<file path="config.mk">
export PLATFORM = sky130hd
export DESIGN_NAME = clock_timer_stopwatch_controller
export DESIGN_NICKNAME = d
export VERILOG_FILES = /design/src/ctsc_pkg.sv /design/src/ctsc_debounce.sv /design/src/ctsc_core.sv /design/src/clock_timer_stopwatch_controller.sv
export SDC_FILE = /design/constraint.sdc
export NUM_CORES = 1
export LEC_CHECK = 0
export ABC_CLOCK_PERIOD_IN_PS = 25400
export BUFFER_PORTS_ARGS = -buffer_cell sky130_fd_sc_hd__buf_2
export CAP_MARGIN = 20
export CORE_UTILIZATION = 40
export CTS_BUF_LIST = sky130_fd_sc_hd__clkbuf_4 sky130_fd_sc_hd__clkbuf_8 sky130_fd_sc_hd__clkbuf_16
export DETAILED_ROUTE_END_ITERATION = 7
export REMOVE_ABC_BUFFERS = 1
export SYNTH_ARGS = -nofsm -noshare
export SYNTH_HDL_FRONTEND = slang
export SYNTH_HIERARCHICAL = 1
export SYNTH_SLANG_ARGS = --single-unit
</file>
<file path="constraint.sdc">
create_clock -name clk -period 25.4 [get_ports clk]
set_clock_uncertainty 0.05 [all_clocks]
set_input_delay 1.27 -clock clk [delete_from_list [all_inputs] [get_ports clk]]
set_output_delay 1.27 -clock clk [all_outputs]
set_load 0.01 [all_outputs]
</file>
<file path="src/ctsc_pkg.sv">
// ---------------------------------------------------------------------------
// ctsc_pkg
// Shared types, register indexes and helpers for the clock/timer/stopwatch
// controller.
// ---------------------------------------------------------------------------
package ctsc_pkg;

  typedef enum logic [1:0] {
    REG_DEBOUNCE_MS   = 2'd0,
    REG_ALARM_MS      = 2'd1,
    REG_DIM_THRESHOLD = 2'd2
  } reg_index_t;

  typedef enum logic [1:0] {
    MODE_CLOCK     = 2'd0,
    MODE_TIMER     = 2'd1,
    MODE_STOPWATCH = 2'd2
  } mode_code_t;

  localparam logic ACTION_SAMPLE = 1'b0;
  localparam logic ACTION_TICK   = 1'b1;

  localparam logic [15:0] DEBOUNCE_MS_RESET   = 16'd50;
  localparam logic [15:0] ALARM_MS_RESET      = 16'd10000;
  localparam logic [9:0]  DIM_THRESHOLD_RESET = 10'd800;

  localparam int BTN_MODE   = 0;
  localparam int BTN_HOUR   = 1;
  localparam int BTN_MINUTE = 2;
  localparam int BTN_START  = 3;

  typedef struct packed {
    logic       action;
    logic [3:0] buttons;
    logic [9:0] slider;
    logic [9:0] light;
  } in_item_t;

  typedef struct packed {
    logic [1:0] mode;
    logic [6:0] hours;
    logic [5:0] minutes;
    logic [5:0] seconds;
    logic       editing_hour;
    logic       editing_minute;
    logic       running;
    logic       alarm_on;
    logic       chirp;
    logic       dim;
  } out_item_t;

  // floor(p / 1023) for p < 1023*64: p = q*1024 + r gives p = q*1023 + (r + q)
  function automatic logic [5:0] div1023(input logic [15:0] p);
    logic [5:0]  q;
    logic [10:0] rem;
    q   = p[15:10];
    rem = {1'b0, p[9:0]} + {5'd0, q};
    if (rem >= 11'd1023) begin
      q = q + 6'd1;
    end
    return q;
  endfunction

  // v*span/1023 + base, clamped to top
  function automatic logic [5:0] slide_map(input logic [9:0] v, input logic [5:0] span,
                                           input logic [5:0] base, input logic [5:0] top);
    logic [15:0] prod;
    logic [6:0]  r;
    prod = 16'(v * span);
    r    = {1'b0, div1023(prod)} + {1'b0, base};
    if (r > {1'b0, top}) begin
      r = {1'b0, top};
    end
    return r[5:0];
  endfunction

endpackage

</file>
<file path="src/ctsc_debounce.sv">
// ---------------------------------------------------------------------------
// ctsc_debounce
// Four-lane button debouncer; flags accepted presses (falling stable level).
// ---------------------------------------------------------------------------
module ctsc_debounce #(
  parameter int DEBOUNCE_COUNT_WIDTH = 16
) (
  input  logic        clk,
  input  logic        rst,
  input  logic        en,
  input  logic [3:0]  buttons,
  input  logic [15:0] debounce_ms,
  output logic [3:0]  press
);

  localparam logic [DEBOUNCE_COUNT_WIDTH-1:0] CountMax = '1;

  logic [3:0] stable_level, stable_level_next;
  logic [3:0] last_raw;
  logic [DEBOUNCE_COUNT_WIDTH-1:0] steady_count [4];
  logic [DEBOUNCE_COUNT_WIDTH-1:0] steady_count_next [4];

  always_comb begin
    for (int i = 0; i < 4; i++) begin
      if (buttons[i] != last_raw[i]) begin
        steady_count_next[i] = '0;
      end else if (steady_count[i] < CountMax) begin
        steady_count_next[i] = steady_count[i] + 1'b1;
      end else begin
        steady_count_next[i] = steady_count[i];
      end
      stable_level_next[i] = stable_level[i];
      press[i] = 1'b0;
      if (64'(steady_count_next[i]) > 64'(debounce_ms) &&
          buttons[i] != stable_level[i]) begin
        stable_level_next[i] = buttons[i];
        press[i] = en && !buttons[i];
      end
    end
  end

  always_ff @(posedge clk) begin
    if (rst) begin
      stable_level <= '1;
      last_raw     <= '1;
      for (int i = 0; i < 4; i++) begin
        steady_count[i] <= '0;
      end
    end else if (en) begin
      stable_level <= stable_level_next;
      last_raw     <= buttons;
      for (int i = 0; i < 4; i++) begin
        steady_count[i] <= steady_count_next[i];
      end
    end
  end

endmodule

</file>
<file path="src/ctsc_core.sv">
// ---------------------------------------------------------------------------
// ctsc_core
// Mode/edit control, counters, countdown expiry and alarm; forms the result.
// ---------------------------------------------------------------------------
module ctsc_core (
  input  logic                clk,
  input  logic                rst,
  input  logic                en,
  input  ctsc_pkg::in_item_t  item,
  input  logic [3:0]          press,
  input  logic [15:0]         alarm_ms,
  input  logic [9:0]          dim_threshold,
  output ctsc_pkg::out_item_t result
);

  logic [1:0]  mode_reg, mode_reg_next;
  logic        edit_hour, edit_hour_next;
  logic        edit_minute, edit_minute_next;
  logic        clock_frozen, clock_frozen_next;
  logic        timer_running, timer_running_next;
  logic        stopwatch_running, stopwatch_running_next;
  logic        alarm_active, alarm_active_next;
  logic [15:0] alarm_elapsed, alarm_elapsed_next;
  logic [4:0]  clk_h, clk_h_next;
  logic [5:0]  clk_m, clk_m_next, clk_s, clk_s_next;
  logic [4:0]  tmr_h, tmr_h_next;
  logic [5:0]  tmr_m, tmr_m_next, tmr_s, tmr_s_next;
  logic [6:0]  sw_h, sw_h_next;
  logic [5:0]  sw_m, sw_m_next, sw_s, sw_s_next;

  logic sample;
  logic editing;
  logic tmr_zero;
  logic [5:0] hour_map;

  assign sample = (item.action == ctsc_pkg::ACTION_SAMPLE);

  always_comb begin
    mode_reg_next          = mode_reg;
    edit_hour_next         = edit_hour;
    edit_minute_next       = edit_minute;
    clock_frozen_next      = clock_frozen;
    timer_running_next     = timer_running;
    stopwatch_running_next = stopwatch_running;
    alarm_active_next      = alarm_active;
    alarm_elapsed_next     = alarm_elapsed;
    clk_h_next = clk_h; clk_m_next = clk_m; clk_s_next = clk_s;
    tmr_h_next = tmr_h; tmr_m_next = tmr_m; tmr_s_next = tmr_s;
    sw_h_next  = sw_h;  sw_m_next  = sw_m;  sw_s_next  = sw_s;
    editing  = edit_hour || edit_minute;
    hour_map = ctsc_pkg::slide_map(item.slider, 6'd24, 6'd0, 6'd23);

    if (sample) begin
      // presses in fixed order: mode, hour edit, minute edit, start/stop
      if (press[ctsc_pkg::BTN_MODE] && !(edit_hour_next || edit_minute_next)) begin
        mode_reg_next = (mode_reg_next >= ctsc_pkg::MODE_STOPWATCH) ?
                        ctsc_pkg::MODE_CLOCK : mode_reg_next + 2'd1;
      end
      if (press[ctsc_pkg::BTN_HOUR]) begin
        edit_hour_next = !edit_hour_next;
        if (edit_hour_next) edit_minute_next = 1'b0;
        if (mode_reg_next == ctsc_pkg::MODE_CLOCK) clock_frozen_next = edit_hour_next;
      end
      if (press[ctsc_pkg::BTN_MINUTE]) begin
        edit_minute_next = !edit_minute_next;
        if (edit_minute_next) edit_hour_next = 1'b0;
        if (mode_reg_next == ctsc_pkg::MODE_CLOCK) clock_frozen_next = edit_minute_next;
      end
      if (press[ctsc_pkg::BTN_START]) begin
        if (mode_reg_next == ctsc_pkg::MODE_TIMER) begin
          if (alarm_active_next) begin
            alarm_active_next  = 1'b0;
            timer_running_next = 1'b0;
            tmr_h_next = 5'd0; tmr_m_next = 6'd1; tmr_s_next = 6'd0;
          end else begin
            timer_running_next = !timer_running_next;
          end
        end else if (mode_reg_next == ctsc_pkg::MODE_STOPWATCH) begin
          stopwatch_running_next = !stopwatch_running_next;
        end
      end

      // slider edit
      if (edit_minute_next) begin
        case (mode_reg_next)
          ctsc_pkg::MODE_CLOCK:
            clk_m_next = ctsc_pkg::slide_map(item.slider, 6'd60, 6'd0, 6'd59);
          ctsc_pkg::MODE_TIMER:
            tmr_m_next = ctsc_pkg::slide_map(item.slider, 6'd59, 6'd1, 6'd59);
          ctsc_pkg::MODE_STOPWATCH:
            sw_m_next = ctsc_pkg::slide_map(item.slider, 6'd60, 6'd0, 6'd59);
          default: ;
        endcase
      end else if (edit_hour_next) begin
        case (mode_reg_next)
          ctsc_pkg::MODE_CLOCK:     clk_h_next = hour_map[4:0];
          ctsc_pkg::MODE_TIMER:     tmr_h_next = hour_map[4:0];
          ctsc_pkg::MODE_STOPWATCH: sw_h_next  = {1'b0, hour_map};
          default: ;
        endcase
      end

      if (alarm_active_next && alarm_elapsed_next != 16'hFFFF) begin
        alarm_elapsed_next = alarm_elapsed_next + 16'd1;
      end
    end else begin
      if (!clock_frozen) begin
        clk_s_next = clk_s + 6'd1;
        if (clk_s_next >= 6'd60) begin
          clk_s_next = 6'd0;
          clk_m_next = clk_m + 6'd1;
        end
        if (clk_m_next >= 6'd60) begin
          clk_m_next = 6'd0;
          clk_h_next = clk_h + 5'd1;
        end
        if (clk_h_next >= 5'd24) clk_h_next = 5'd0;
      end
      if (!editing && timer_running && !alarm_active &&
          (tmr_h != 5'd0 || tmr_m != 6'd0 || tmr_s != 6'd0)) begin
        if (tmr_s != 6'd0) begin
          tmr_s_next = tmr_s - 6'd1;
        end else begin
          tmr_s_next = 6'd59;
          if (tmr_m != 6'd0) begin
            tmr_m_next = tmr_m - 6'd1;
          end else begin
            tmr_m_next = 6'd59;
            tmr_h_next = tmr_h - 5'd1;
          end
        end
      end
      if (!editing && stopwatch_running) begin
        sw_s_next = sw_s + 6'd1;
        if (sw_s_next >= 6'd60) begin
          sw_s_next = 6'd0;
          sw_m_next = sw_m + 6'd1;
        end
        if (sw_m_next >= 6'd60) begin
          sw_m_next = 6'd0;
          sw_h_next = sw_h + 7'd1;
        end
        if (sw_h_next > 7'd99) sw_h_next = 7'd0;
      end
    end

    // expiry / alarm timeout, on samples and ticks alike
    tmr_zero = (tmr_h_next == 5'd0) && (tmr_m_next == 6'd0) && (tmr_s_next == 6'd0);
    if (tmr_zero) begin
      if (alarm_active_next) begin
        if (alarm_elapsed_next >= alarm_ms) begin
          alarm_active_next  = 1'b0;
          timer_running_next = 1'b0;
          tmr_h_next = 5'd0; tmr_m_next = 6'd1; tmr_s_next = 6'd0;
        end
      end else begin
        alarm_active_next  = 1'b1;
        timer_running_next = 1'b0;
        alarm_elapsed_next = 16'd0;
      end
    end

    result.mode           = mode_reg_next;
    result.editing_hour   = edit_hour_next;
    result.editing_minute = edit_minute_next;
    result.alarm_on       = alarm_active_next;
    result.chirp          = sample && (press != 4'd0);
    result.dim            = item.light > dim_threshold;
    case (mode_reg_next)
      ctsc_pkg::MODE_TIMER: begin
        result.hours   = {2'd0, tmr_h_next};
        result.minutes = tmr_m_next;
        result.seconds = tmr_s_next;
        result.running = timer_running_next;
      end
      ctsc_pkg::MODE_STOPWATCH: begin
        result.hours   = sw_h_next;
        result.minutes = sw_m_next;
        result.seconds = sw_s_next;
        result.running = stopwatch_running_next;
      end
      default: begin
        result.hours   = {2'd0, clk_h_next};
        result.minutes = clk_m_next;
        result.seconds = clk_s_next;
        result.running = 1'b0;
      end
    endcase
  end

  always_ff @(posedge clk) begin
    if (rst) begin
      mode_reg          <= ctsc_pkg::MODE_CLOCK;
      edit_hour         <= 1'b0;
      edit_minute       <= 1'b0;
      clock_frozen      <= 1'b0;
      timer_running     <= 1'b0;
      stopwatch_running <= 1'b0;
      alarm_active      <= 1'b0;
      alarm_elapsed     <= 16'd0;
      clk_h <= 5'd0; clk_m <= 6'd0; clk_s <= 6'd0;
      tmr_h <= 5'd0; tmr_m <= 6'd0; tmr_s <= 6'd3;
      sw_h  <= 7'd0; sw_m  <= 6'd0; sw_s  <= 6'd0;
    end else if (en) begin
      mode_reg          <= mode_reg_next;
      edit_hour         <= edit_hour_next;
      edit_minute       <= edit_minute_next;
      clock_frozen      <= clock_frozen_next;
      timer_running     <= timer_running_next;
      stopwatch_running <= stopwatch_running_next;
      alarm_active      <= alarm_active_next;
      alarm_elapsed     <= alarm_elapsed_next;
      clk_h <= clk_h_next; clk_m <= clk_m_next; clk_s <= clk_s_next;
      tmr_h <= tmr_h_next; tmr_m <= tmr_m_next; tmr_s <= tmr_s_next;
      sw_h  <= sw_h_next;  sw_m  <= sw_m_next;  sw_s  <= sw_s_next;
    end
  end

endmodule

</file>
<file path="src/clock_timer_stopwatch_controller.sv">
// ---------------------------------------------------------------------------
// clock_timer_stopwatch_controller
// Clock, countdown timer and stopwatch with debounced buttons and slider edit.
// ---------------------------------------------------------------------------
// Every beat (millisecond sample or one-second tick) gives one result beat.
// A beat is captured in an input register, handled by combinational logic
// (debounce, presses, edit, counters, expiry) and lands in the output
// register; one beat per cycle is sustained while out_ready holds. The input
// side keeps taking beats while a result waits, stalling only when both
// registers are full. Configuration writes are always taken.
module clock_timer_stopwatch_controller #(
  parameter int DEBOUNCE_COUNT_WIDTH = 16
) (
  input  logic                clk,
  input  logic                rst,
  input  logic                in_valid,
  output logic                in_ready,
  input  ctsc_pkg::in_item_t  in_data,
  output logic                out_valid,
  input  logic                out_ready,
  output ctsc_pkg::out_item_t out_data,
  input  logic                cfg_valid,
  output logic                cfg_ready,
  input  logic [1:0]          cfg_index,
  input  logic [15:0]         cfg_data
);

  logic [15:0] debounce_ms;
  logic [15:0] alarm_ms;
  logic [9:0]  dim_threshold;

  logic                s1_valid;
  ctsc_pkg::in_item_t  s1_item;
  logic                advance;
  logic                go;
  logic [3:0]          press;
  ctsc_pkg::out_item_t result;

  assign cfg_ready = 1'b1;
  assign advance   = !out_valid || out_ready;
  assign in_ready  = !s1_valid || advance;
  assign go        = s1_valid && advance;

  always_ff @(posedge clk) begin
    if (rst) begin
      debounce_ms   <= ctsc_pkg::DEBOUNCE_MS_RESET;
      alarm_ms      <= ctsc_pkg::ALARM_MS_RESET;
      dim_threshold <= ctsc_pkg::DIM_THRESHOLD_RESET;
    end else if (cfg_valid) begin
      case (cfg_index)
        ctsc_pkg::REG_DEBOUNCE_MS:   debounce_ms   <= cfg_data;
        ctsc_pkg::REG_ALARM_MS:      alarm_ms      <= cfg_data;
        ctsc_pkg::REG_DIM_THRESHOLD: dim_threshold <= cfg_data[9:0];
        default: ;
      endcase
    end
  end

  always_ff @(posedge clk) begin
    if (rst) begin
      s1_valid <= 1'b0;
    end else if (in_ready) begin
      s1_valid <= in_valid;
    end
  end

  always_ff @(posedge clk) begin
    if (in_valid && in_ready) begin
      s1_item <= in_data;
    end
  end

  always_ff @(posedge clk) begin
    if (rst) begin
      out_valid <= 1'b0;
    end else if (advance) begin
      out_valid <= s1_valid;
    end
  end

  always_ff @(posedge clk) begin
    if (go) begin
      out_data <= result;
    end
  end

  ctsc_debounce #(
    .DEBOUNCE_COUNT_WIDTH(DEBOUNCE_COUNT_WIDTH)
  ) u_debounce (
    .clk        (clk),
    .rst        (rst),
    .en         (go && (s1_item.action == ctsc_pkg::ACTION_SAMPLE)),
    .buttons    (s1_item.buttons),
    .debounce_ms(debounce_ms),
    .press      (press)
  );

  ctsc_core u_core (
    .clk          (clk),
    .rst          (rst),
    .en           (go),
    .item         (s1_item),
    .press        (press),
    .alarm_ms     (alarm_ms),
    .dim_threshold(dim_threshold),
    .result       (result)
  );

endmodule
</file>
# Word level (Yosys, flattened, before mapping)

Memory sizes are Yosys's and may differ from the RTL's.
Cells that the tools add are included.

Bits in registers: 181
Bits in writable memories: 64
Input bits: 48
Output and inout port bits: 30
Logic and storage cells: 319
Memories kept: 1

Add/sub/neg operators: 22
$mul: 3
Order comparisons: 24
Equal/unequal tests: 15
Mux-type cells: 154
Bitwise logic cells: 5
Reductions and logical operators: 54

Memory list:

| memory                  | depth | bits a word | rd ports | clocked after memory_dff | wr ports | RTL line            | RTL |
|---|---|---|---|---|---|---|---|
| u_debounce.steady_count | 4     | 16          | 4        | 0                        | 4        | ctsc_debounce.sv:20 | `logic [DEBOUNCE_COUNT_WIDTH-1:0] steady_count [4];` |

Operators by type and width:

| cell                                                                                  | number |
|---|---|
| 6-bit 2-to-1 mux                                                                      | 59 |
| 16-bit 2-to-1 mux                                                                     | 16 |
| 5-bit 2-to-1 mux                                                                      | 22 |
| 16-bit by 1-bit adder with 16-bit output, second input constant                       | 5 |
| 16-bit > comparator                                                                   | 4 |
| 16-bit < comparator, second input constant                                            | 4 |
| 7-bit 2-to-1 mux                                                                      | 9 |
| 1-bit 2-to-1 mux                                                                      | 42 |
| 19-bit case mux with 2 select lines                                                   | 1 |
| 6-bit by 1-bit adder with 6-bit output, second input constant                         | 6 |
| 11-bit by 10-bit greater-or-equal comparator with 1-bit output, second input constant | 3 |
| 6-bit greater-or-equal comparator, second input constant                              | 4 |
| 10-bit by 6-bit adder with 11-bit output                                              | 2 |
| 1-bit logical AND                                                                     | 20 |
| 16-bit greater-or-equal comparator                                                    | 1 |
| 10-bit by 6-bit multiplier with 16-bit output, second input constant                  | 1 |
| 16-bit inequality test, second input constant                                         | 1 |
| 2-bit AND reduction                                                                   | 8 |
| 10-bit by 4-bit multiplier with 14-bit output, second input constant                  | 1 |
| 6-bit > comparator, second input constant                                             | 2 |
| 1-bit logical NOT                                                                     | 12 |
| 6-bit logical NOT                                                                     | 2 |
| 10-bit by 2-bit multiplier with 12-bit output, second input constant                  | 1 |
| 6-bit nonzero test                                                                    | 2 |
| 26 further kinds                                                                      | 49 |

# Longest topological paths before layout

Gate-level depths: netlist (run 1).
An unclocked memory read counts as a cell.

Word-level depth: 25
Mapped depth: 38
Depth with buffers taken out: 37

# By module

The synthesis (run 1) kept the hierarchy.

Modules (own cells, without submodules):

| module                           | instances | cells each | area each (um^2) | sequential area each (um^2) |
|---|---|---|---|---|
| ctsc_core                        | 1         | 1,495      | 10,895.4         | 1,541.5 |
| ctsc_debounce                    | 1         | 626        | 5,699.2          | 2,082.0 |
| clock_timer_stopwatch_controller | 1         | 231        | 3,405.8          | 2,442.3 |

# Least setup slack after synthesis (run 1)

Ideal clock, no wire load.

Path kind: register to register
Start: register s1_item[12] in the netlist's numbering
End: register out_data[3] in the netlist's numbering (data pin)
Library setup time: 0.262 ns
Arrival time: 8.511 ns
Required time: 25.088 ns
Setup slack: 16.577 ns
Cell stages (with the launch flop): 36
Cells stage by stage: edfxtp_1 inv_1 fa_1 fa_1 fa_1 inv_1 ha_1 o211ai_2 a21o_1 and2_4 o31ai_1 nor2_1 o21bai_1 xor2_1 inv_1 ha_1 xor3_1 nand4b_1 nor4b_2 nor2_1 o31ai_2 nand2_1 xor2_1 inv_1 ha_1 maj3_1 mux2i_1 nor2_1 a21o_1 o221ai_2 a211oi_1 o41a_1 or4_1 buf_2 a41oi_1 o21ai_1

RTL lines:

| what                     | RTL line                               | RTL |
|---|---|---|
| start: declaration       | clock_timer_stopwatch_controller.sv:33 | `ctsc_pkg::in_item_t s1_item;` |
| start signal: assignment | clock_timer_stopwatch_controller.sv:69 | `s1_item <= in_data;` |
| end signal: assignment   | clock_timer_stopwatch_controller.sv:83 | `out_data <= result;` |
| end: declaration         | clock_timer_stopwatch_controller.sv:21 | `output ctsc_pkg::out_item_t out_data,` |

==> flow_metrics.env, run 1 <==
export IMPL_synth_seq_area_share_pct=30.3
export IMPL_yosys_top_cells_count="298 x nor2_1, 165 x ha_1, 156 x inv_1"
export IMPL_rows=81
export IMPL_fp_dieW_um=226
export IMPL_fmax_mhz=100
export IMPL_coreArea_um2=49200
export IMPL_synthSimpleGateAreaFrac_pct=22.6
export IMPL_regMostFlops="u_debounce/steady_count"
export IMPL_min_period_ps=9980
export IMPL_holdPathEnd="alarm_ms[7]"
export IMPL_worst_slack_ps=15420
export IMPL_power_frac_comb_pct=44.7
export IMPL_grt_first_pass_wirelength_mm=88.5
export IMPL_cts_setup_buffers=0
export IMPL_end_kind="register"
export IMPL_hold_viol=0
export IMPL_path_max_fanout=11
export IMPL_diodes=0
export IMPL_clk_pin_slew_ps=60
export IMPL_ir_drop_mv=0.0554
export IMPL_register_area_um2=6070
export IMPL_muxShareOfSynthArea_pct=4.60
export IMPL_ys_async_sr_fraction_pct=0
export IMPL_synth_top_family_by_area="simple AND/OR/NAND/NOR gates"
export IMPL_clkPwrFrac_pct=27.1
export IMPL_initial_utilization_pct=40.7
export IMPL_syn_area_um2=20000
export IMPL_leakagePower_uw=0.00875
export IMPL_placed_cell_area_um2=20900
export IMPL_pin_count=78
export IMPL_drc=0
export IMPL_startpoint_type="register"
export IMPL_final_setup_viol_count=0
export IMPL_yosysTopAreaCell="edfxtp_1"
export IMPL_slew_violations=0
export IMPL_worstRegToRegCells=35
export IMPL_grt_start_max_net_pins=93
export IMPL_area_delta_synth_final_pct=9.63
export IMPL_clkSinkCount=245
export IMPL_synth_compound_area_share_pct=18.4
export IMPL_grt_antenna_before_repair=0
export IMPL_first_pass_iters=6
export IMPL_r2r_end="out_data[3]"
export IMPL_rsz0062_at_grt="false"
export IMPL_syn_mean_instance_area_um2=8.50
export IMPL_ys_types=108
export IMPL_cap_violations=0
export IMPL_p_total_uw=1590
export IMPL_grt_pass1_vias=16800
export IMPL_critPathMaxStageDelay_ps=770
export IMPL_wl_mm=54.8
export IMPL_n_fill_cell=4870
export IMPL_num_vias=17500
export IMPL_finalCritPeriodShare_pct=39.3
export IMPL_holdWs_ps=424
export IMPL_synth_top_cell_area_share_pct=17.4
export IMPL_cts_buffers=30
export IMPL_p_int_uw=960
export IMPL_pre_cts_slack_ps=15420
export IMPL_ys_seq_elements=245
export IMPL_cts_tree="done"
export IMPL_run_status="finished clean"
export IMPL_multi_input_comb_area_um2=12900
export IMPL_synth_area_leaders="edfxtp_1 17%, dfxtp_1 13%, ha_1 10%"
export IMPL_postCtsHoldBufs=0
export IMPL_ys_warn_count=6
export IMPL_hp_start="alarm_ms[7]"
export IMPL_post_cts_resized=0
export IMPL_die_area_um2=50900
export IMPL_sw_frac_of_total_pct=39.6
export IMPL_insertion_delay_ps=590
export IMPL_r2r_slack_ps=15420
export IMPL_worstPathArrival_ps=10260
export IMPL_fin_setup_tns_ps=0
export IMPL_synth_ff_type="dfxtp_1"
export IMPL_hold_class="register to register"
export IMPL_finalNetCount=2628
export IMPL_pwr_density_cell_nw_per_um2=72.4
export IMPL_grt_usage_pct=21.4
export IMPL_drtAntennaViolNets=0
export IMPL_top_regs="u_debounce/steady_count (64), out_data (27), s1_item (25)"
export IMPL_yosysMostFrequentCell="nor2_1"
export IMPL_crit_slowest_cell="or4_1"
export IMPL_largest_register_ffs=64
export IMPL_synth_edff_count=116
export IMPL_initialDrtViolationCount=1366
export IMPL_overflow=0
export IMPL_synth_xor_area_share_pct=4.94
export IMPL_wl_per_cell_um=17.9
export IMPL_dpl_hpwl_mm=40.6
export IMPL_final_layout_size_suffix_gt1_share_pct=8.53
export IMPL_critical_path_class="register to register"
export IMPL_root_buffer="clkbuf_16"
export IMPL_viasPerCell=5.70
export IMPL_final_area_um2=21900
export IMPL_htreeDepth=1
export IMPL_critPathMostFrequentCell="inv_1"
export IMPL_routabilityCongestion=0.872
export IMPL_synth_cells=2352
export IMPL_worst_slew_pin_slew_ps=1070
export IMPL_synth_fa_ha_area_share_pct=14.0
export IMPL_critPathRequiredTime_ps=25670
export IMPL_seqPwrFrac_pct=28.3
export IMPL_reg2reg_from="s1_item[12]"
export IMPL_die_h_um=226
export IMPL_io_buffers=76
export IMPL_cts_buffer_depth=3
export IMPL_whs_path_depth=2
export IMPL_p_switching_uw=629
export IMPL_relSlewSlack_pct=28.7
per-stage QoR:
stage	instances	utilization [%]
finish	3067	44.6
floorplan	2252	-
CTS	3065	44.6
global route	3067	44.6
detailed placement	3009	42.5
global placement	3008	42.5
power groups by stage:
stage,clock network (uW),registers [uW],logic (uW)
2_1_floorplan,0,455,531
3_3_place_gp,0,457,690
3_5_place_dp,0,458,699
4_1_cts,441,449,704
5_1_grt,454,452,788
6_report,430,449,709
area by class of cell:
| cell class | instances | share of cell area (%) |
|---|---|---|
| multi-input combinational | 1850 | 58.9 |
| inverter | 157 | 2.69 |
| tap | 664 | 3.79 |
| clock inverter | 14 | 0.559 |
| timing repair buffer | 95 | 2.40 |
| sequential | 245 | 27.7 |
| clock buffer | 42 | 4.00 |
kinds of logic (layout without fill, tap and decap cells):
kind of cell / Yosys count / in the layout
other cells: 1 / 1
flops: 245 / 245
buf+inv: 257 / 308
mux: 91 / 91
compound gates: 552 / 552
fa+ha+maj: 202 / 202
xor+xnor: 111 / 111
simple gates: 893 / 893
layer usage:
| metal | track usage (%) | share of wire [%] | up-vias |
|---|---|---|---|
| li1 | - | - | 8558 |
| met1 | 27.9 | 44 | 8394 |
| met2 | 37.2 | 48 | 450 |
| met3 | 2.21 | 4.7 | 82 |
| met4 | 6.56 | 2.8 | 0 |
| met5 | 0 | 0 | - |
layout by cell type, fill, tap and decap left out, types with 31 or more instances in the layout:
cell and n:
a211oi_1 35, a21o_1 34, a21oi_1 152, buf_2 75, clkbuf_16 31, dfxtp_1 129, edfxtp_1 116, fa_1 36
ha_1 165, inv_1 156, mux2i_1 83, nand2_1 155, nand2b_1 78, nand3_1 82, nand4_1 48, nor2_1 298
nor2b_1 35, nor3_1 39, o21ai_0 111, xnor2_1 71, xor2_1 39
worst max path at each step:
stage | start | endpoint | slack [ps] | depth (start not counted)
2_1_floorplan | s1_item[12] | u_core/alarm_active | 16510 | 34
3_3_place_gp | s1_item[17] | out_data[3] | 15650 | 32
3_5_place_dp | s1_item[17] | out_data[3] | 15420 | 32
4_1_cts | s1_item[17] | out_data[3] | 15440 | 32
5_1_grt | s1_item[12] | out_data[3] | 14660 | 35
6_report | s1_item[12] | out_data[3] | 15420 | 35
worst max-delay path, delay by kind of cell (launching register included):
family	cells	cell delay, ps
compound gates	12	2600
xor+xnor	3	1080
fa+ha+maj	6	2530
buf+inv	4	400
flops	1	480
simple gates	10	2590
Note: power is estimated with default switching activity, not from simulation.
==> inputs of run 2 (changes only) <==
Settings changed: ABC_AREA set to 1, ABC_CLOCK_PERIOD_IN_PS 25400 to 8760.
Clock period 25.4 ns to 8.76 ns, I/O delays scaled along.
==> run 2 against run 1 <==
Effect of this change:
- combinational power rose to 2.6 times the previous value
- non-clock buffer count up 16
- sequential share of layout area down 0.78 points
- total power rose to 2.8 times the previous value
- synthesized cell count up 21%
- largest power group unchanged
==> flow_metrics.env, run 2 <==
export IMPL_run_status="finished clean"
export IMPL_cts_tree="done"
export IMPL_first_pass_iters=5
export IMPL_seqPwrFrac_pct=30.1
export IMPL_hold_class="input pin to register"
export IMPL_final_cell_mix="523 x nand2_1, 496 x inv_1, 320 x nor2_1"
export IMPL_critPathMaxStageDelay_ps=600
export IMPL_grt_first_pass_wirelength_mm=87.4
export IMPL_routabilityCongestion=0.901
export IMPL_reg2reg_from="s1_item[10]"
export IMPL_final_common_cell="nand2_1"
export IMPL_hp_start="cfg_data[10]"
export IMPL_rsz0062_at_grt="false"
export IMPL_ys_async_sr_fraction_pct=0
export IMPL_drtAntennaViolNets=0
export IMPL_clkPwrFrac_pct=28.5
export IMPL_regMostFlops="u_debounce/steady_count"
export IMPL_viasPerCell=5.09
export IMPL_grt_start_max_net_pins=111
export IMPL_p_int_uw=2640
export IMPL_post_cts_resized=0
export IMPL_n_fill_cell=5093
export IMPL_syn_mean_instance_area_um2=7.14
export IMPL_startpoint="s1_item[10]"
export IMPL_area_delta_synth_final_pct=10.8
export IMPL_synth_cells=2854
export IMPL_syn_area_um2=20400
export IMPL_fp_dieW_um=228
export IMPL_leakagePower_uw=0.0106
export IMPL_initialDrtViolationCount=1277
export IMPL_finalCritPeriodShare_pct=89.8
export IMPL_insertion_delay_ps=590
export IMPL_wl_per_cell_um=14.8
export IMPL_wl_mm=53.7
export IMPL_grt_usage_pct=20.9
export IMPL_die_area_um2=51800
export IMPL_htreeDepth=1
export IMPL_synth_edff_count=116
export IMPL_min_period_ps=7870
export IMPL_final_layout_size_suffix_gt1_share_pct=9.19
export IMPL_critical_path_class="register to register"
export IMPL_endpoint="u_core/alarm_elapsed[2]"
export IMPL_worst_slew_pin_slew_ps=1060
export IMPL_r2r_slack_ps=890
export IMPL_initial_utilization_pct=40.6
export IMPL_overflow=0
export IMPL_path_max_fanout=16
export IMPL_final_setup_viol_count=0
export IMPL_hold_viol=0
export IMPL_ir_drop_mv=0.146
export IMPL_synth_top_cell_area_share_pct=17.1
export IMPL_final_area_um2=22600
export IMPL_yosys_top_cells_count="523 x nand2_1, 499 x inv_1, 320 x nor2_1"
export IMPL_clkSinkCount=245
export IMPL_ys_warn_count=6
export IMPL_startpoint_type="register"
export IMPL_yosysMostFrequentCell="nand2_1"
export IMPL_cap_violations=0
export IMPL_power_frac_comb_pct=41.4
export IMPL_io_buffers=76
export IMPL_end_kind="register"
export IMPL_root_buffer="clkbuf_16"
export IMPL_critPathRequiredTime_ps=9150
export IMPL_placed_cell_area_um2=21300
export IMPL_relSlewSlack_pct=29.5
export IMPL_p_switching_uw=1740
export IMPL_grt_antenna_before_repair=1
export IMPL_die_h_um=228
export IMPL_largest_register_ffs=64
export IMPL_top_regs="u_debounce/steady_count (64), out_data (27), s1_item (25)"
export IMPL_coreArea_um2=50200
export IMPL_worstRegToRegCells=37
export IMPL_p_total_uw=4380
export IMPL_fmax_mhz=127
export IMPL_finalNetCount=3176
export IMPL_clk_pin_slew_ps=60
export IMPL_synth_seq_area_share_pct=29.8
export IMPL_dpl_hpwl_mm=41.0
export IMPL_rows=82
export IMPL_fin_setup_tns_ps=0
export IMPL_sw_frac_of_total_pct=39.7
export IMPL_pwr_density_cell_nw_per_um2=194
export IMPL_cts_buffer_depth=3
export IMPL_slew_violations=0
export IMPL_num_vias=18500
export IMPL_r2r_end="u_core/alarm_elapsed[2]"
export IMPL_ys_types=75
export IMPL_synth_area_leaders="edfxtp_1 17%, dfxtp_1 13%, ha_1 10%"
export IMPL_pin_count=78
export IMPL_synth_ff_type="dfxtp_1"
export IMPL_ys_seq_elements=245
export IMPL_crit_slowest_cell="fa_1"
export IMPL_yosysTopAreaCell="edfxtp_1"
export IMPL_cts_buffers=29
export IMPL_grt_pass1_vias=17700
export IMPL_worstPathArrival_ps=8260
export IMPL_drc=0
run 2: kinds of logic after synthesis:
logic type	after synthesis	synth area share, %
AO/OA/AOI/OAI	463	13.0
adder cells (fa/ha/maj)	201	13.7
AND/OR/NAND/NOR	1241	27.2
XOR/XNOR	112	4.89
other	1	0.0184
flip-flops	245	29.8
buffers and inverters	591	11.5
run 2: timing repair:
item | CTS | global route
hold buffers | 24 | 0
hold endpoints to repair | 24 | 0
setup buffers | 0 | 0
setup endpoints to repair | 0 | 0
run 2: power by group through the flow:
stage                     registers (uW)  clock network [uW]  logic, uW
after floorplan                     1330                   0       1390
after global placement              1340                   0       1760
after detailed placement            1340                   0       1790
after CTS                           1320                1280       1810
after global routing                1330                1320       2080
final                               1320                1250       1810
run 2: cell type report:
| cell class | count | area [um^2] | share of cell area (%) |
|---|---|---|---|
| Tap cell | 672 | 841 | 3.73 |
| Timing Repair Buffer | 111 | 731 | 3.24 |
| Multi-Input combinational cell | 2018 | 12000 | 53.0 |
| Clock buffer | 40 | 873 | 3.87 |
| Antenna cell | 1 | 2.50 | 0.0111 |
| Inverter | 522 | 1970 | 8.71 |
| Sequential cell | 245 | 6070 | 26.9 |
| Clock inverter | 14 | 118 | 0.521 |
run 2: worst min path at each step:
stage	endpoint	slack (ps)	cells past startpoint
4_1_cts	s1_item[20]	0.5	1
3_3_place_gp	debounce_ms[4]	390	2
2_1_floorplan	debounce_ms[1]	380	2
5_1_grt	s1_item[20]	6	1
3_5_place_dp	dim_threshold[9]	390	2
6_report	alarm_ms[10]	30	3
run 2: metal layers:
layer | part of all wire, % | up-vias | track usage (%)
li1 | - | 9422 | -
met1 | 44 | 8519 | 26.1
met2 | 47 | 419 | 36.7
met3 | 4.6 | 97 | 2.28
met4 | 3.7 | 0 | 8.21
met5 | 0 | - | 0
run 2: critical path, delay by kind of cell, from the launching register on:
family	cells	cell delay, ps
compound gates	7	1080
xor+xnor	2	680
fa+ha+maj	7	2870
buf+inv	4	210
flops	1	540
simple gates	17	2290
run 2: through the flow:
step,hold slack (ps),utilization (%),instances,setup slack [ps]
after global placement,395,42.4,3542,1190
after CTS,0.543,44.9,3621,914
after detailed placement,393,42.5,3543,929
after global routing,6.11,45.0,3623,173
after floorplan,379,-,2785,1800
final,29.5,45.0,3623,893
==> inputs of run 3 (changes only) <==
--- a/config.mk
+++ b/config.mk
@@ -15,2 +15,3 @@
 export REMOVE_ABC_BUFFERS = 1
+export SKIP_CTS_REPAIR_TIMING = 1
 export SYNTH_ARGS = -nofsm -noshare
==> constraint.sdc (replaced) <==
create_clock -name clk -period 8.76 [get_ports clk]
set_clock_uncertainty 0.05 [all_clocks]
set_input_delay 2.628 -clock clk [delete_from_list [all_inputs] [get_ports clk]]
set_output_delay 2.628 -clock clk [all_outputs]
set_load 0.01 [all_outputs]
==> run 3 against run 2 <==
Effect of this change:
- clock power increased by 20%
- critical endpoint is now u_core/alarm_elapsed[4]
- first-iteration DRC count increased by 1.0%
- non-clock buffer count decreased by 23
- sequential power about the same
- largest cell class unchanged
- worst setup slack got worse by 100 ps
==> flow_metrics.env, run 3 (synthesized netlist as in run 2, its figures left out) <==
export IMPL_run_status="finished clean"
export IMPL_coreArea_um2=50200
export IMPL_slew_violations=0
export IMPL_cts_buffer_depth=3
export IMPL_grt_start_max_net_pins=111
export IMPL_hp_start="dim_threshold[5]"
export IMPL_seqPwrFrac_pct=28.4
export IMPL_pin_count=78
export IMPL_io_buffers=76
export IMPL_wl_per_cell_um=15.1
export IMPL_largest_register_ffs=64
export IMPL_n_fill_cell=5046
export IMPL_holdWs_ps=410
export IMPL_viasPerCell=5.13
export IMPL_fmax_mhz=126
export IMPL_rows=82
export IMPL_wl_mm=54.5
export IMPL_overflow=0
export IMPL_final_cell_mix="523 x nand2_1, 496 x inv_1, 320 x nor2_1"
export IMPL_die_area_um2=51800
export IMPL_grt_first_pass_wirelength_mm=89.4
export IMPL_p_switching_uw=1780
export IMPL_path_max_fanout=16
export IMPL_multi_input_comb_area_um2=12000
export IMPL_drtAntennaViolNets=0
export IMPL_hold_class="register to register"
export IMPL_critPathMaxStageDelay_ps=610
export IMPL_end_kind="register"
export IMPL_cts_buffers=31
export IMPL_clkSinkCount=245
export IMPL_p_int_uw=2860
export IMPL_root_buffer="clkbuf_16"
export IMPL_fp_dieW_um=228
export IMPL_worstPathArrival_ps=8350
export IMPL_worstRegToRegCells=37
export IMPL_final_setup_viol_count=0
export IMPL_r2r_end="u_core/alarm_elapsed[4]"
export IMPL_grt_usage_pct=21.3
export IMPL_grt_antenna_before_repair=0
export IMPL_cts_tree="done"
export IMPL_die_h_um=228
export IMPL_rsz0062_at_grt="false"
export IMPL_holdPathEnd="dim_threshold[5]"
export IMPL_clk_pin_slew_ps=60
export IMPL_critPathRequiredTime_ps=9140
export IMPL_power_frac_comb_pct=39.3
export IMPL_diodes=0
export IMPL_whs_path_depth=2
export IMPL_num_vias=18500
export IMPL_sw_frac_of_total_pct=38.4
export IMPL_final_common_cell="nand2_1"
export IMPL_insertion_delay_ps=610
export IMPL_routabilityCongestion=0.890
export IMPL_htreeDepth=1
export IMPL_fin_setup_tns_ps=0
export IMPL_finalNetCount=3155
export IMPL_ir_drop_mv=0.168
export IMPL_critical_path_class="register to register"
export IMPL_clkPwrFrac_pct=32.3
export IMPL_reg2reg_from="s1_item[10]"
export IMPL_relSlewSlack_pct=28.3
export IMPL_hold_viol=0
export IMPL_drc=0
export IMPL_crit_slowest_cell="fa_1"
export IMPL_final_layout_size_suffix_gt1_share_pct=9.35
export IMPL_initialDrtViolationCount=1290
export IMPL_first_pass_iters=5
export IMPL_register_area_um2=6070
export IMPL_min_period_ps=7970
export IMPL_startpoint_type="register"
export IMPL_initial_utilization_pct=40.6
export IMPL_grt_pass1_vias=17800
export IMPL_pwr_density_cell_nw_per_um2=206
export IMPL_worst_slew_pin_slew_ps=1080
export IMPL_leakagePower_uw=0.0106
export IMPL_area_delta_synth_final_pct=10.6
export IMPL_dpl_hpwl_mm=41.5
export IMPL_r2r_slack_ps=790
export IMPL_finalCritPeriodShare_pct=90.9
export IMPL_top_regs="u_debounce/steady_count (64), out_data (27), s1_item (25)"
export IMPL_regMostFlops="u_debounce/steady_count"
export IMPL_cap_violations=0
-- run 3: changes by cell type in the layout (fill, tap and decap cells not counted), sizes merged --
| cell | change |
|---|---|
| inv | -1 |
| buf | +1 |
| clkinvlp | +2 |
| dlygate4sd3 | -24 |
| bufinv | +9 |
| diode | -1 |
| clkbuf | -4 |
| clkinv | -2 |
-- run 3: power by group through the flow --
stage          Combinational [uW]  Clock (uW)  Sequential, uW
2_1_floorplan                1390           0            1330
3_3_place_gp                 1760           0            1340
3_5_place_dp                 1810           0            1340
4_1_cts                      1820        1540            1320
5_1_grt                      2080        1580            1330
6_report                     1820        1500            1320
-- run 3: critical path, delay by kind of cell (launching register included) --
kind                       cells  cell delay, ps
xor gates and xnor gates       2             700
DFF                            1             530
AOI/OAI and AO/OA              7            1060
and+or+nand+nor               17            2300
buffers and inverters          4             240
adders and majority gates      7            2910
-- run 3: final cells by class --
cell class / instances / area share, %
clock buffer: 36 / 3.61
clock inverter: 22 / 1.69
inverter: 522 / 8.72
multi-input combinational: 2018 / 53.1
sequential: 245 / 26.9
tap: 672 / 3.73
timing repair buffer: 88 / 2.21
-- run 3: worst max path at each step --
| stage | from | to | slack [ps] | depth (start not counted) |
|---|---|---|---|---|
| after floorplan | out_ready | out_data[12] | 1480 | 40 |
| after detailed placement | out_ready | out_data[12] | 610 | 41 |
| final | s1_item[10] | u_core/alarm_elapsed[4] | 790 | 37 |
| after global routing | s1_item[10] | u_core/alarm_elapsed[2] | 230 | 42 |
| after global placement | out_ready | out_data[12] | 780 | 41 |
| after CTS | s1_item[10] | u_core/alarm_elapsed[2] | 880 | 37 |
-- run 3: per-layer routing --
metal | global-route usage [%] | share of wire (%) | routed length (um) | vias to the layer above
met5 | 0 | 0 | 0 | -
met4 | 6.32 | 2.9 | 1560 | 0
met3 | 2.28 | 4.4 | 2420 | 76
met2 | 37.9 | 48 | 26300 | 406
met1 | 27.0 | 44 | 24200 | 8610
li1 | - | - | - | 9376
-- run 3: per-stage QoR --
step / cell area, um^2 / setup slack, ps / util (%) / cells / total power, uW
global route: 22500 / 232 / 44.9 / 3603 / 4980
detailed placement: 21300 / 612 / 42.5 / 3544 / 3150
CTS: 22500 / 877 / 44.9 / 3602 / 4680
global placement: 21300 / 775 / 42.4 / 3543 / 3100
finish: 22500 / 793 / 44.9 / 3603 / 4640
floorplan: 20000 / 1480 / - / 2785 / 2730
